## src/hdl/bgd_pkg.sv

```systemverilog
// ----------------------------------------------------------------------------
// bgd_pkg
// Shared constants and helper functions of the button gesture debouncer.
// ----------------------------------------------------------------------------
package bgd_pkg;

  // Default sample window depth
  localparam int unsigned WINDOW_SAMPLES_DEF = 16;

  // Register indexes (byte address is 4 * index)
  localparam logic [2:0] REG_ACTIVE_LOW    = 3'd0;
  localparam logic [2:0] REG_THRESHOLD_PCT = 3'd1;
  localparam logic [2:0] REG_SAMPLE_US     = 3'd2;
  localparam logic [2:0] REG_LONG_EN       = 3'd3;
  localparam logic [2:0] REG_LONG_MS       = 3'd4;
  localparam logic [2:0] REG_DOUBLE_EN     = 3'd5;
  localparam logic [2:0] REG_DOUBLE_WIN_MS = 3'd6;
  localparam logic [2:0] REG_TIMEOUT_MS    = 3'd7;

  // Register reset values
  localparam logic [6:0]  RST_THRESHOLD_PCT = 7'd90;
  localparam logic [31:0] RST_SAMPLE_US     = 32'd1000;
  localparam logic [22:0] RST_LONG_MS       = 23'd1000;
  localparam logic [22:0] RST_DOUBLE_WIN_MS = 23'd300;
  localparam logic [22:0] RST_TIMEOUT_MS    = 23'd2000;

  localparam int unsigned PCT_MAX = 100;

  // floor(n / 1000) for 32-bit n equals (n * DIV1000_MUL) >> DIV1000_SHIFT
  localparam int unsigned   DIV1000_SHIFT = 38;
  localparam logic [28:0]   DIV1000_MUL   = 29'd274877907;

  // ceil(samples * pct / 100) via reciprocal: (x * 5243) >> 19 exact for x < 43690
  function automatic int unsigned thr_of(input int unsigned samples,
                                         input logic [6:0] pct);
    logic [31:0] x;
    logic [31:0] q;
    x = 32'(samples) * 32'(pct) + 32'd99;
    q = (x * 32'd5243) >> 19;
    return int'(q);
  endfunction

  // Milliseconds to microseconds, wrapping at 32 bits
  function automatic logic [31:0] ms_to_us(input logic [22:0] ms);
    logic [41:0] p;
    p = 42'(ms) * 42'd1000;
    return p[31:0];
  endfunction

endpackage

```

## src/hdl/button_gesture_debouncer.sv

```systemverilog
// Path: an accepted transaction passes the input register and then the result
// register, which holds its result.
// Throughput: one transaction per cycle while unstalled; the step is one pass of logic
// from input register to result register, the window count kept as a running sum.
// Reset: asynchronous, active low; clears all gesture state and the window and
// returns every configuration register to its default.
// ----------------------------------------------------------------------------
// button_gesture_debouncer
// Window-consensus button debouncer with short, long and double press flags.
// ----------------------------------------------------------------------------
module button_gesture_debouncer #(
  parameter int unsigned WINDOW_SAMPLES = bgd_pkg::WINDOW_SAMPLES_DEF
) (
  input  logic        clk_i,
  input  logic        rst_ni,
  // input channel
  input  logic        in_valid_i,
  output logic        in_stall_o,
  input  logic        command_i,
  input  logic [31:0] now_us_i,
  input  logic        pin_level_i,
  // result channel
  output logic        out_valid_o,
  input  logic        out_stall_i,
  output logic        stable_pressed_o,
  output logic        short_press_fire_o,
  output logic        long_press_fire_o,
  output logic [22:0] hold_ms_o,
  output logic        double_press_fire_o,
  // configuration port
  input  logic        psel,
  input  logic        penable,
  input  logic        pwrite,
  input  logic [4:0]  paddr,
  input  logic [31:0] pwdata,
  output logic [31:0] prdata,
  output logic        pready
);

  localparam int unsigned ONES_W = $clog2(WINDOW_SAMPLES + 1);
  localparam logic [ONES_W-1:0] THR_RST =
    ONES_W'(bgd_pkg::thr_of(WINDOW_SAMPLES, bgd_pkg::RST_THRESHOLD_PCT));

  // --------------------------------------------------------------------------
  // Configuration registers
  // --------------------------------------------------------------------------
  logic        active_low_q;
  logic [6:0]  thr_pct_q;
  logic [ONES_W-1:0] thr_q;
  logic [31:0] sample_us_q;
  logic        long_en_q;
  logic [22:0] long_ms_q;
  logic [31:0] long_us_q;
  logic        dbl_en_q;
  logic [22:0] dbl_win_ms_q;
  logic [31:0] dbl_win_us_q;
  logic [22:0] timeout_ms_q;
  logic [31:0] timeout_us_q;

  logic       cfg_we;
  logic [2:0] cfg_idx;
  logic       long_en_chg;
  logic       dbl_en_chg;

  assign pready  = 1'b1;
  assign cfg_we  = psel & penable & pwrite;
  assign cfg_idx = paddr[4:2];

  // enable writes that flip the setting also clear related gesture state
  assign long_en_chg = cfg_we && (cfg_idx == bgd_pkg::REG_LONG_EN)
                       && (pwdata[0] != long_en_q);
  assign dbl_en_chg  = cfg_we && (cfg_idx == bgd_pkg::REG_DOUBLE_EN)
                       && (pwdata[0] != dbl_en_q);

  // register writes; ms values are kept in us form as well
  always_ff @(posedge clk_i or negedge rst_ni) begin
    if (!rst_ni) begin
      active_low_q <= 1'b0;
      thr_pct_q    <= bgd_pkg::RST_THRESHOLD_PCT;
      thr_q        <= THR_RST;
      sample_us_q  <= bgd_pkg::RST_SAMPLE_US;
      long_en_q    <= 1'b0;
      long_ms_q    <= bgd_pkg::RST_LONG_MS;
      long_us_q    <= bgd_pkg::ms_to_us(bgd_pkg::RST_LONG_MS);
      dbl_en_q     <= 1'b0;
      dbl_win_ms_q <= bgd_pkg::RST_DOUBLE_WIN_MS;
      dbl_win_us_q <= bgd_pkg::ms_to_us(bgd_pkg::RST_DOUBLE_WIN_MS);
      timeout_ms_q <= bgd_pkg::RST_TIMEOUT_MS;
      timeout_us_q <= bgd_pkg::ms_to_us(bgd_pkg::RST_TIMEOUT_MS);
    end else if (cfg_we) begin
      unique case (cfg_idx)
        bgd_pkg::REG_ACTIVE_LOW: active_low_q <= pwdata[0];
        bgd_pkg::REG_THRESHOLD_PCT: begin
          if (pwdata[6:0] <= 7'(bgd_pkg::PCT_MAX)) begin
            thr_pct_q <= pwdata[6:0];
            thr_q     <= ONES_W'(bgd_pkg::thr_of(WINDOW_SAMPLES, pwdata[6:0]));
          end
        end
        bgd_pkg::REG_SAMPLE_US: sample_us_q <= pwdata;
        bgd_pkg::REG_LONG_EN:   long_en_q   <= pwdata[0];
        bgd_pkg::REG_LONG_MS: begin
          if (pwdata[22:0] != 23'd0) begin
            long_ms_q <= pwdata[22:0];
            long_us_q <= bgd_pkg::ms_to_us(pwdata[22:0]);
          end
        end
        bgd_pkg::REG_DOUBLE_EN: dbl_en_q <= pwdata[0];
        bgd_pkg::REG_DOUBLE_WIN_MS: begin
          if (pwdata[22:0] != 23'd0) begin
            dbl_win_ms_q <= pwdata[22:0];
            dbl_win_us_q <= bgd_pkg::ms_to_us(pwdata[22:0]);
          end
        end
        bgd_pkg::REG_TIMEOUT_MS: begin
          timeout_ms_q <= pwdata[22:0];
          timeout_us_q <= bgd_pkg::ms_to_us(pwdata[22:0]);
        end
        default: ;
      endcase
    end
  end

  // register readback
  always_comb begin
    unique case (cfg_idx)
      bgd_pkg::REG_ACTIVE_LOW:    prdata = {31'd0, active_low_q};
      bgd_pkg::REG_THRESHOLD_PCT: prdata = {25'd0, thr_pct_q};
      bgd_pkg::REG_SAMPLE_US:     prdata = sample_us_q;
      bgd_pkg::REG_LONG_EN:       prdata = {31'd0, long_en_q};
      bgd_pkg::REG_LONG_MS:       prdata = {9'd0, long_ms_q};
      bgd_pkg::REG_DOUBLE_EN:     prdata = {31'd0, dbl_en_q};
      bgd_pkg::REG_DOUBLE_WIN_MS: prdata = {9'd0, dbl_win_ms_q};
      bgd_pkg::REG_TIMEOUT_MS:    prdata = {9'd0, timeout_ms_q};
      default:                    prdata = 32'd0;
    endcase
  end

  // --------------------------------------------------------------------------
  // Input register and handshake
  // --------------------------------------------------------------------------
  logic        s1_valid_q;
  logic        s1_cmd_q;
  logic [31:0] s1_now_q;
  logic        s1_pin_q;
  logic        s1_adv;
  logic        proc;

  assign s1_adv     = !out_valid_o || !out_stall_i;
  assign proc       = s1_valid_q && s1_adv;
  assign in_stall_o = s1_valid_q && !s1_adv;

  always_ff @(posedge clk_i or negedge rst_ni) begin
    if (!rst_ni) begin
      s1_valid_q <= 1'b0;
    end else if (!in_stall_o) begin
      s1_valid_q <= in_valid_i;
    end
  end

  always_ff @(posedge clk_i) begin
    if (in_valid_i && !in_stall_o) begin
      s1_cmd_q <= command_i;
      s1_now_q <= now_us_i;
      s1_pin_q <= pin_level_i;
    end
  end

  // --------------------------------------------------------------------------
  // Gesture state
  // --------------------------------------------------------------------------
  logic [WINDOW_SAMPLES-1:0] win_q, win_d;
  logic [ONES_W-1:0]         ones_q, ones_d;
  logic        deb_q, deb_d;
  logic        stable_q, stable_d;
  logic        pconf_q, pconf_d;
  logic [31:0] last_sample_q, last_sample_d;
  logic [31:0] last_gest_q, last_gest_d;
  logic        gest_valid_q, gest_valid_d;
  logic [31:0] conf_time_q, conf_time_d;
  logic        conf_valid_q, conf_valid_d;
  logic        long_fired_q, long_fired_d;
  logic        dbl_fired_q, dbl_fired_d;
  logic [31:0] short_rel_q, short_rel_d;
  logic        waiting_q, waiting_d;
  logic        pending_q, pending_d;

  // step results
  logic        f_short, f_long, f_double;
  logic [22:0] hold;

  // step datapath
  logic [31:0] since_gest, since_rel, since_sample, since_conf;
  logic        sample_bit;
  logic [WINDOW_SAMPLES-1:0] win_new;
  logic [ONES_W-1:0]         ones_new;
  logic        release_hit;
  logic [60:0] hold_prod;
  logic        ws, ps, lf;

  assign since_gest   = s1_now_q - last_gest_q;
  assign since_rel    = s1_now_q - short_rel_q;
  assign since_sample = s1_now_q - last_sample_q;
  assign since_conf   = s1_now_q - conf_time_q;
  assign sample_bit   = s1_pin_q ^ active_low_q;

  // window is a shift line: the dropped tap is the oldest sample, shifted out
  assign win_new  = {win_q[WINDOW_SAMPLES-2:0], sample_bit};
  assign ones_new = ones_q + ONES_W'(sample_bit) - ONES_W'(win_q[WINDOW_SAMPLES-1]);
  assign release_hit = ({1'b0, ones_new} + {1'b0, thr_q})
                       <= (ONES_W + 1)'(WINDOW_SAMPLES);
  assign hold_prod = 61'(since_conf) * 61'(bgd_pkg::DIV1000_MUL);

  // one item step
  always_comb begin
    win_d         = win_q;
    ones_d        = ones_q;
    deb_d         = deb_q;
    stable_d      = stable_q;
    pconf_d       = pconf_q;
    last_sample_d = last_sample_q;
    last_gest_d   = last_gest_q;
    gest_valid_d  = gest_valid_q;
    conf_time_d   = conf_time_q;
    conf_valid_d  = conf_valid_q;
    dbl_fired_d   = dbl_fired_q;
    short_rel_d   = short_rel_q;
    ws            = waiting_q;
    ps            = pending_q;
    lf            = long_fired_q;
    f_short       = 1'b0;
    f_long        = 1'b0;
    f_double      = 1'b0;
    hold          = 23'd0;

    if (proc) begin
      if (s1_cmd_q) begin
        // arm: only an idle, released button starts a session
        if (!deb_q && !stable_q) begin
          deb_d         = 1'b1;
          pconf_d       = 1'b0;
          win_d         = '0;
          ones_d        = '0;
          last_sample_d = s1_now_q;
        end
      end else begin
        // gesture timeout drops pending gestures
        if (gest_valid_q && (since_gest > timeout_us_q)) begin
          ws = 1'b0;
          ps = 1'b0;
        end
        // late pending short press
        if (!deb_q && dbl_en_q && ws && ps && (since_rel > dbl_win_us_q)) begin
          f_short = 1'b1;
          ps      = 1'b0;
          ws      = 1'b0;
        end
        // take a sample once the interval has run out
        if (deb_q && (since_sample >= sample_us_q)) begin
          last_sample_d = s1_now_q;
          win_d         = win_new;
          ones_d        = ones_new;
          if (!pconf_q) begin
            // press confirm
            if (ones_new >= thr_q) begin
              stable_d     = 1'b1;
              pconf_d      = 1'b1;
              last_gest_d  = s1_now_q;
              gest_valid_d = 1'b1;
              if (long_en_q) begin
                conf_time_d  = s1_now_q;
                conf_valid_d = 1'b1;
                lf           = 1'b0;
              end
              if (dbl_en_q && ws) begin
                if (since_rel > dbl_win_us_q) begin
                  ws          = 1'b0;
                  dbl_fired_d = 1'b0;
                end
              end else begin
                ps = 1'b1;
              end
            end
          end else begin
            // long press while held
            if (long_en_q && !long_fired_q && conf_valid_q
                && (since_conf >= long_us_q)) begin
              f_long = 1'b1;
              hold   = hold_prod[60:bgd_pkg::DIV1000_SHIFT];
              lf     = 1'b1;
              ws     = 1'b0;
            end
            // release confirm
            if (release_hit) begin
              stable_d = 1'b0;
              pconf_d  = 1'b0;
              deb_d    = 1'b0;
              win_d    = '0;
              ones_d   = '0;
              if (dbl_en_q && !lf) begin
                if (ws) begin
                  if (since_rel <= dbl_win_us_q) begin
                    f_double    = 1'b1;
                    dbl_fired_d = 1'b1;
                  end
                  ws = 1'b0;
                end else begin
                  short_rel_d = s1_now_q;
                  ws          = 1'b1;
                end
              end else if (!lf && !dbl_fired_q) begin
                f_short = 1'b1;
                ps      = 1'b0;
              end
            end
          end
        end
      end
    end

    // enable changes from the register port
    long_fired_d = long_en_chg ? 1'b0 : lf;
    waiting_d    = dbl_en_chg ? 1'b0 : ws;
    pending_d    = ps;
  end

  always_ff @(posedge clk_i or negedge rst_ni) begin
    if (!rst_ni) begin
      win_q         <= '0;
      ones_q        <= '0;
      deb_q         <= 1'b0;
      stable_q      <= 1'b0;
      pconf_q       <= 1'b0;
      last_sample_q <= 32'd0;
      last_gest_q   <= 32'd0;
      gest_valid_q  <= 1'b0;
      conf_time_q   <= 32'd0;
      conf_valid_q  <= 1'b0;
      long_fired_q  <= 1'b0;
      dbl_fired_q   <= 1'b0;
      short_rel_q   <= 32'd0;
      waiting_q     <= 1'b0;
      pending_q     <= 1'b0;
    end else begin
      win_q         <= win_d;
      ones_q        <= ones_d;
      deb_q         <= deb_d;
      stable_q      <= stable_d;
      pconf_q       <= pconf_d;
      last_sample_q <= last_sample_d;
      last_gest_q   <= last_gest_d;
      gest_valid_q  <= gest_valid_d;
      conf_time_q   <= conf_time_d;
      conf_valid_q  <= conf_valid_d;
      long_fired_q  <= long_fired_d;
      dbl_fired_q   <= dbl_fired_d;
      short_rel_q   <= short_rel_d;
      waiting_q     <= waiting_d;
      pending_q     <= pending_d;
    end
  end

  // --------------------------------------------------------------------------
  // Result register
  // --------------------------------------------------------------------------
  always_ff @(posedge clk_i or negedge rst_ni) begin
    if (!rst_ni) begin
      out_valid_o <= 1'b0;
    end else if (proc) begin
      out_valid_o <= 1'b1;
    end else if (!out_stall_i) begin
      out_valid_o <= 1'b0;
    end
  end

  always_ff @(posedge clk_i) begin
    if (proc) begin
      stable_pressed_o    <= stable_d;
      short_press_fire_o  <= f_short;
      long_press_fire_o   <= f_long;
      hold_ms_o           <= hold;
      double_press_fire_o <= f_double;
    end
  end

endmodule

```

## config.mk

```make
export PLATFORM = sky130hd
export DESIGN_NAME = button_gesture_debouncer
export DESIGN_NICKNAME = d
export VERILOG_FILES = /design/src/hdl/bgd_pkg.sv /design/src/hdl/button_gesture_debouncer.sv
export SDC_FILE = /design/constraint.sdc
export NUM_CORES = 2
export LEC_CHECK = 0
export ABC_AREA = 1
export BUFFER_PORTS_ARGS = -buffer_cell sky130_fd_sc_hd__buf_2
export CORE_ASPECT_RATIO = 0.6
export CORE_MARGIN = 2
export CORE_UTILIZATION = 40
export DETAILED_ROUTE_END_ITERATION = 10
export GPL_TIMING_DRIVEN = 1
export HOLD_SLACK_MARGIN = 0.05
export PLACE_DENSITY = 0.59
export SYNTH_ARGS = -nofsm -noshare
export SYNTH_HDL_FRONTEND = slang
export SYNTH_SLANG_ARGS = --single-unit
```

## constraint.sdc

```tcl
create_clock -name clk_i -period 11.05 [get_ports clk_i]
set_input_delay 2.21 -clock clk_i [delete_from_list [all_inputs] [get_ports clk_i]]
set_output_delay 2.21 -clock clk_i [all_outputs]
set_load 0.05 [all_outputs]
```

==> impl_metrics.env <==
export IMPL_crit_type="reg -> reg"
export IMPL_synth_top_flop_cell="dfrtp_1"
export IMPL_drt_initial_drc_count=3205
export IMPL_worst_pin_slew_ps=1310
export IMPL_cts_path_max_buffers=3
export IMPL_hold_violations=0
export IMPL_num_rows=95
export IMPL_post_cts_setup_buffers=0
export IMPL_drc_errors=0
export IMPL_synth_avg_cell_area_sq_um=8.82
export IMPL_viasPerCell=5.16
export IMPL_die_w_microns=438
export IMPL_r2r_start="s1_now_q[8]"
export IMPL_holdPathStages=2
export IMPL_layout_drive_gt1_share=0.0723
export IMPL_r2r_end="hold_ms_o[20]"
export IMPL_crit_arrival_ps=10520
export IMPL_preCtsSetupSlack_ps=1210
export IMPL_grt_usage=0.233
export IMPL_nFillCells=10966
export IMPL_cp_num_cells=45
export IMPL_worstPathMaxFanout=8
export IMPL_rsz0062_at_grt="no"
export IMPL_worstHoldStart="gest_valid_q"
export IMPL_drv_cap=0
export IMPL_synth_area_leaders="ha_1 (22%), fa_1 (18%), dfrtp_1 (17%), inv_1 (8.2%), nand2_1 (7.0%)"
export IMPL_synth_top_cell_area_share=0.216
export IMPL_synth_cell_types=57
export IMPL_antenna_left=0
export IMPL_cts_tree="done"
export IMPL_whs_endpoint="gest_valid_q"
export IMPL_grt_max_degree=166
export IMPL_reg2regPathDepth=45
export IMPL_portBuffers=136
export IMPL_ys_seq_area_frac=0.239
export IMPL_dpl_hpwl_microns=111000
export IMPL_grt_ovfl_total=0
export IMPL_area_growth_pct=9.62
export IMPL_grt_pass1_wl_microns=206000
export IMPL_critPathTopFamily="adder cells"
export IMPL_cp_num_buf_inv=11
export IMPL_clk_pin_slew_worst_paths_ps=60
export IMPL_cp_end_kind="flip-flop"
export IMPL_setup_viol=0
export IMPL_cp_required_ps=11500
export IMPL_routabilityCongestion=0.956
export IMPL_cts_max_level=2
export IMPL_cts_root_buf="clkbuf_16"
export IMPL_cts_sinks=418
export IMPL_io_pins=140
export IMPL_syn_area_sq_um=45300
export IMPL_max_stage_delay_ps=590
export IMPL_coreArea_sq_um=112000
export IMPL_yosysTopAreaCell="ha_1"
export IMPL_run_status="finished, final reports clean"
export IMPL_grt_pass1_vias=33434
export IMPL_startpoint_type="flip-flop"
export IMPL_rrSetupSlack_ps=980
export IMPL_yosysWarnings=0
export IMPL_clock_skew_ps=38.5
export IMPL_async_flop_share=0.854
export IMPL_syn_nets=6407
export IMPL_setup_slack_ps=976
export IMPL_max_slew_margin=0.122
export IMPL_die_h_microns=265
export IMPL_cts_resized=0
export IMPL_max_freq_mhz=99.3
export IMPL_vias=35309
export IMPL_period_needed_ps=10070
export IMPL_crit_top_cell="inv_1"
export IMPL_post_drt_wl_per_cell_microns=19.7
export IMPL_ctsHoldBuffers=0
export IMPL_routed_wl_microns=135000
export IMPL_fp_dieArea_sq_um=116000
export IMPL_slew_viol_final=0
export IMPL_hold_class="reg -> reg"
export IMPL_cp_slowest_cell="edfxtp_1"
export IMPL_synth_commonest_cells="inv_1 (984), nand2_1 (841), ha_1 (783), o21ai_0 (430), fa_1 (413)"
export IMPL_post_route_period_util=0.912
export IMPL_insertion_delay_ps=620
export IMPL_cts_buffers_inserted=46
export IMPL_first_pass_iters=6
export IMPL_start_util=0.404
export IMPL_synth_edf_count=61
export IMPL_finalSetupTns_ps=0
export IMPL_nets=6577
export IMPL_synthCells=5133
export IMPL_synth_most_common_cell="inv_1"
export IMPL_synth_seq_cells=418
export IMPL_antenna_found_initial=13
## stage by stage
stage / utilization / hold WS (ps) / instances / cell area, sq um
CTS: 0.443 / 463 / 6843 / 49600
floorplan: - / 422 / 5133 / 45300
global route: 0.443 / 480 / 6843 / 49600
detailed placement: 0.429 / 449 / 6758 / 48000
global placement: 0.429 / 436 / 6758 / 48000
finish: 0.443 / 462 / 6844 / 49600
## placed cells by master, fill, tap and decap left out, drive strengths merged, types with 16 or more instances in the layout
cell and count:
xnor2 73, o21a 18, inv 989, nand4 32, nor2 211, o21bai 17
fa 413, buf 205, o21ai 482, dfrtp 305, dfstp 52, a22oi 22
ha 783, nand3 103, nor4 16, a31oi 25, nand2 856, o211ai 29
a21oi 335, clkbuf 60, nor3 40, edfxtp 61, xor2 98, clkinv 17
a21boi 18
## routing by layer
layer,global-route usage,part of all wire
met5,0,0.00050
met4,0.0341,0.014
met3,0.0876,0.12
met2,0.277,0.35
met1,0.387,0.52
## cells by family (layout without fill, tap and decap cells)
logic type      after synthesis  in the layout  synth area share
compound gates             1009           1009             0.124
xor+xnor                    171            171            0.0331
other cells                   1              2         0.0000829
fa+ha+maj                  1196           1196             0.399
buf+inv                    1071           1278            0.0900
simple gates               1267           1267             0.115
flops                       418            418             0.239
## final cells by class
cell class                 count  area [sq um]  area share
antenna                        1          2.50   0.0000504
clock buffer                  60          1270      0.0257
clock inverter                25           294     0.00593
inverter                     988          3710      0.0748
multi-input combinational   3644         30400       0.613
sequential                   418         10800       0.218
tap                         1503          1880      0.0379
timing repair buffer         205          1220      0.0246
## flip-flops by register name, summed over array words and instances, names as in the netlist, 27 cells and up
register,flops
conf_time_q,32
dbl_win_us_q,27
last_gest_q,32
last_sample_q,32
long_us_q,27
s1_now_q,32
sample_us_q,32
short_rel_q,32
timeout_us_q,27
## worst min-delay path, delay by kind of cell (launching register included)
family,cells,cell delay [ps]
buffers and inverters,1,50
flip-flops,1,330
AND/OR/NAND/NOR,1,50
## worst max-delay path by stage
stage | startpoint | to
after floorplan | s1_now_q[7] | hold_ms_o[20]
after global placement | s1_now_q[2] | hold_ms_o[20]
after detailed placement | s1_now_q[8] | hold_ms_o[20]
after CTS | s1_now_q[8] | hold_ms_o[20]
after global routing | s1_now_q[8] | hold_ms_o[20]
final | s1_now_q[8] | hold_ms_o[20]
Power is not shown: default switching activity piles up to over one toggle a cycle in this logic, so the estimate is an artifact.
